## src/hw/rtl/rci_pkg.sv

```systemverilog
// ----------------------------------------------------------------------------
// rci_pkg
// shared types, constants and helpers of the ray/cone intersection block
// ----------------------------------------------------------------------------
package rci_pkg;

  // ray class decided in the front, acted on in the back
  typedef enum logic [3:0] {
    CLS_MISS   = 4'b0001,
    CLS_FLAT   = 4'b0010,
    CLS_LINEAR = 4'b0100,
    CLS_QUAD   = 4'b1000
  } cls_e;

  // root extraction steps over a 128-bit radicand
  localparam int SQ_STEPS = 64;
  // quotient bits kept by a divider (overflow caught before the steps)
  localparam int DIV_QBITS = 33;
  // divider pipeline: operand stage, one stage per bit, saturation stage
  localparam int DIV_LAT = DIV_QBITS + 2;
  // queue between front and back
  localparam int QUEUE_DEPTH = 4;

  localparam logic signed [31:0] Q_MAX = 32'sh7FFF_FFFF;
  localparam logic signed [31:0] Q_MIN = 32'sh8000_0000;

  // coefficients of one ray in cone space
  typedef struct packed {
    cls_e               cls;
    logic               acpos;
    logic signed [63:0] a;
    logic signed [63:0] h;
    logic signed [63:0] c;
    logic [63:0]        ma;
    logic [63:0]        mh;
    logic [63:0]        mc;
    logic signed [32:0] omz;
    logic signed [31:0] o2;
    logic signed [31:0] d2;
  } coef_t;

  // queue status seen by front and back
  typedef struct packed {
    logic full;
    logic empty;
  } qstat_t;

  function automatic logic signed [31:0] sat32(input logic signed [63:0] x);
    logic signed [31:0] r;
    if (x > 64'sh0000_0000_7FFF_FFFF) begin
      r = Q_MAX;
    end else if (x < -64'sh0000_0000_8000_0000) begin
      r = Q_MIN;
    end else begin
      r = x[31:0];
    end
    return r;
  endfunction

  function automatic logic [63:0] mag64(input logic signed [63:0] x);
    logic [63:0] r;
    r = x[63] ? 64'(-x) : 64'(x);
    return r;
  endfunction

endpackage

```

## src/hw/rtl/rci_queue.sv

```systemverilog
// ----------------------------------------------------------------------------
// rci_queue
// short queue that decouples the front from the back
// ----------------------------------------------------------------------------
module rci_queue import rci_pkg::*; (
  input  logic   clk_i,
  input  logic   rst_ni,
  input  logic   push_i,
  input  coef_t  data_i,
  input  logic   pop_i,
  output coef_t  data_o,
  output qstat_t qstat_o
);

  localparam int PtrW = $clog2(QUEUE_DEPTH);
  localparam int CntW = $clog2(QUEUE_DEPTH + 1);

  coef_t             slot_q [QUEUE_DEPTH];
  logic [PtrW-1:0]   wr_ptr_q, rd_ptr_q;
  logic [CntW-1:0]   cnt_q;

  assign qstat_o.full  = (cnt_q == CntW'(QUEUE_DEPTH));
  assign qstat_o.empty = (cnt_q == '0);
  assign data_o        = slot_q[rd_ptr_q];

  // pointers and fill count
  always_ff @(posedge clk_i or negedge rst_ni) begin
    if (!rst_ni) begin
      wr_ptr_q <= '0;
      rd_ptr_q <= '0;
      cnt_q    <= '0;
    end else begin
      if (push_i) begin
        wr_ptr_q <= wr_ptr_q + PtrW'(1);
      end
      if (pop_i) begin
        rd_ptr_q <= rd_ptr_q + PtrW'(1);
      end
      if (push_i && !pop_i) begin
        cnt_q <= cnt_q + CntW'(1);
      end else if (pop_i && !push_i) begin
        cnt_q <= cnt_q - CntW'(1);
      end
    end
  end

  // storage
  always_ff @(posedge clk_i) begin
    if (push_i) begin
      slot_q[wr_ptr_q] <= data_i;
    end
  end

endmodule

```

## config.mk

```make
export PLATFORM = sky130hd
export DESIGN_NAME = rci_queue
export DESIGN_NICKNAME = d
export VERILOG_FILES = /design/src/hw/rtl/rci_pkg.sv /design/src/hw/rtl/rci_queue.sv
export SDC_FILE = /design/constraint.sdc
export NUM_CORES = 1
export LEC_CHECK = 0
export ABC_CLOCK_PERIOD_IN_PS = 35400
export BUFFER_PORTS_ARGS = -buffer_cell sky130_fd_sc_hd__clkbuf_2
export CAP_MARGIN = 25
export CORE_AREA = 4 4 383 385
export CTS_CLUSTER_DIAMETER = 200
export DETAILED_ROUTE_END_ITERATION = 6
export DIE_AREA = 0 0 387 389
export GPL_ROUTABILITY_DRIVEN = 0
export GPL_TIMING_DRIVEN = 0
export PLACE_DENSITY = 0.67
export SLEW_MARGIN = 20
export SYNTH_ARGS = -nofsm -noshare
export SYNTH_HDL_FRONTEND = slang
export SYNTH_SLANG_ARGS = --single-unit
```

## constraint.sdc

```tcl
create_clock -name clk_i -period 35.4 [get_ports clk_i]
set_input_delay 5.31 -clock clk_i [delete_from_list [all_inputs] [get_ports clk_i]]
set_output_delay 5.31 -clock clk_i [all_outputs]
set_load 0.005 [all_outputs]
```

# [After elaboration in Yosys (flattened, before gate mapping)]
# Memories as Yosys holds them, arrays and structs flattened.
# Index checks and enable logic that the tools add are counted.
[classes] eq_ne=1 n_mux=4 n_addsub=4 n_reduce_logical=6
[ops] op="2-to-1 mux 3 bit" n=2
[ops] op="adder 2 x 1 -> 2 bit (second input constant)" n=2
[ops] op="adder 3 x 1 -> 3 bit (second input constant)" n=1
[ops] op="== test 3 bit (second input constant)" n=1
[ops] op="zero test 3 bit" n=1
[ops] op="subtractor 3 x 1 -> 3 bit (second input constant)" n=1
[ops] op="logical AND 1 bit" n=2
[ops] op="zero test 1 bit" n=2
[ops] op="2-to-1 mux 1 bit" n=2
[ops] op="nonzero test 2 bit" n=1
[totals] memories=1 input_bits=490 reg_bits=7 output_inout_bits=488 mem_bits_rw=1944 word_cells=19
[memory_table] name="slot_q" words=4 width=486 rd=1 rd_clocked_by_memory_dff=0 write_ports=1 line_no="rci_queue.sv:18" rtl="coef_t slot_q [QUEUE_DEPTH];"

# [Depth between registers and ports, before layout]
[depth] depth_word=4 ltp_mapped=7

# [Least setup slack after synthesis]
# OpenSTA, ideal clock, no wires.
[synth_path] path_kind="input to register" startpoint="input push_i" endpoint="memory slot_q[1][0] in the netlist's numbering, enable pin" arrival_ns=16.222 required_time_ns=34.489 stages=1 slack_ns=18.267 cell_sequence="and2_1"
[synth_via] elab_chain_cells=2
[synth_lines] element="from (decl)" line_no="rci_queue.sv:8" rtl="input logic push_i,"
[synth_lines] element="2-to-1 mux 1 bit" line_no="rci_queue.sv:49" rtl="if (push_i) begin"
[synth_lines] element="2-to-1 mux 1 bit (not written as such)" line_no="rci_queue.sv:50" rtl="slot_q[wr_ptr_q] <= data_i;"
[synth_lines] element="to (decl)" line_no="rci_queue.sv:18"
# Every way passes these cells.

==> reports/metrics.yaml <==
drt:
  drtIter0Drc: 2509
  ant_nets: 0
  viasPerCell: 5.522
  wl_per_cell_um: 28.72
  drc: 0
  routed_wl_um: 169000
  drtPass1Iterations: 7
  via_count: 32480
power_and_ir_drop:
  leakage_uw: 0.02906
  p_per_area_nw_per_um2: 84.08
  ir_drop_v: 0.00005620
  p_total_uw: 7145
floorplanning:
  start_util: 0.4924
  die_y_um: 389
  rows: 139
  dieArea_um2: 150500
  num_io_pins: 978
  core_area_um2: 143100
  die_w_um: 387
setup_path:
  crit_path_start_kind: "register"
  end_kind: "output pin"
  critPathArrivalTime_ns: 3.31
  critical_path_class: "register to output pin"
  worst-path-max-fanout: 10
  crit_required_ns: 30.09
min_path:
  holdCritPathClass: "register to register"
cts:
  cts_resized: 0
  clkLatencyLatePin_ns: 0.80
  cts_tree: "yes"
  htree_levels: 4
  cts_root_buf: "clkbuf_16"
  postCtsSetupBuffers: 0
  cts_buffers: 192
  cts_buffer_depth: 3
  cts.sinks: 1951
  cts_hold_buf: 0
  clk_pin_slew_worst_paths_ns: 0.06
status:
  status: "complete, no violations"
layout:
  areaGrowthSynthToFinish_pct: 20.57
  drive_gt1_frac: 0.4718
  final_cell_mix: "edfxtp_1, clkbuf_2, mux4_2"
  layout_commonest_cell: "edfxtp_1"
  fin_nets: 4290
  fin_util: 0.5937
grt:
  overflow: 0
  first_global_vias: 34200
  antenna_found_initial: 69
  grt_usage: 0.2234
  grt_start_max_net_pins: 49
  grt_pass1_wl_um: 242300
timing:
  layout_setup_ws_ns: 26.78
  worstMarginPinSlew_ns: 0.9301
  final_max_slew_viol_count: 0
  setup_total_negative_slack_ns: 0
  fin_crit_sh: 0.2436
  fin_skew_ns: 0.06363
  setup_viol: 0
  rsz0062_at_grt: "no"
  period_minus_slack_ns: 8.622
  max_clock_freq_mhz: 116.0
  max_slew_margin: 0.3799
  finalHoldViolCount: 0
logic_synthesis:
  syn_area_per_cell_um2: 27.40
  netlist_area_um2: 70480
  synth_area_leaders: "edfxtp_1, mux4_2, buf_6, buf_2, dfrtp_1"
  synth_cells: 2572
  syn_nets: 3068
  ys_seq_elements: 1951
  yosysUniqueCellTypes: 19
  yosysTopAreaCell: "edfxtp_1"
  ys_seq_area_frac: 0.8307
  synth_top_area_frac: 0.8282
  yosysWarnings: 0
placed_design:
  place_ws_ns: 27.39
  portBuffers: 977
  place_hpwl_um: 118500
flow_run:
  maxCapViolCount: 0
through the flow:
stage,hold slack (ns),cells,cell area [um2]
after floorplan,0.4563,2572,70480
after global placement,0.4794,5452,77750
after detailed placement,0.4830,5503,79040
after CTS,0.4928,5841,84880
after global routing,0.5231,5863,84940
final,0.4953,5882,84980
layout make-up:
type / count / area (um2)
Timing Repair Buffer: 1028 / 6166
Antenna cell: 41 / 102.6
Inverter: 4 / 15.01
Multi-Input combinational cell: 509 / 11160
Sequential cell: 1951 / 58550
Fill cell: 10020 / 58150
Buffer: 108 / 770.7
Clock inverter: 92 / 790.8
Clock buffer: 246 / 5050
Tap cell: 1903 / 2381
per-layer routing:
layer	share of wire	global-route usage
met5	0.0017	0
met4	0.035	0.07962
met3	0.11	0.09612
met2	0.51	0.3717
met1	0.35	0.2606
synth_stat cells (all sizes together):
cell type	count
nor3	1
nand2	2
mux2	1
dfrtp	7
nor2	1
clkbuf	10
nor3b	1
ha	5
fa	1
and2	4
o21ai	1
buf	98
xor2	4
xnor2	2
inv	4
edfxtp	1944
mux4	486
flip-flops by register name, summed over array words and instances (netlist names):
name / count
cnt_q: 3
rd_ptr_q: 2
slot_q: 1944
wr_ptr_q: 2
cells by family (layout without fill, tap and decap cells):
group           count (synthesis)  count (layout)  synth area share
mux                           487             487            0.1555
buf+inv                       112            1478           0.01115
simple gates                    9               9         0.0006922
xor+xnor                        6               6         0.0007456
flops                        1951            1951            0.8307
compound gates                  1               1        0.00007094
other cells                     0              41                 0
fa+ha+maj                       6               6          0.001172
critical path, cell delays in order, from the launching register on:
cell and delay (ns):
dfrtp_1 0.33, buf_4 0.27, clkbuf_1 0.73, buf_2 0.53, mux4_2 0.45, clkbuf_2 0.17
report_power, final:
group	internal, uW	total [uW]	switching, uW
Clock	1070	1890	821
Sequential	3010	3090	81.5
Combinational	966	2160	1200
Total	5050	7140	2100
path summary, 6_finish.rpt:
kind | slack [ns] | depth (start not counted) | start | end
max | 26.78 | 5 | rd_ptr_q[1] | data_o[142]
min | 0.50 | 1 | cnt_q[2] | cnt_q[2]
min reg2reg | 0.50 | 1 | cnt_q[2] | cnt_q[2]
max in group asynchronous | 30.90 | 1 | rst_ni | cnt_q[0]
min in group asynchronous | 4.34 | 1 | rst_ni | cnt_q[2]
max reg2reg | 32.32 | 8 | wr_ptr_q[1] | slot_q[1][374]
No activity file was read; power rests on OpenSTA's default activity.
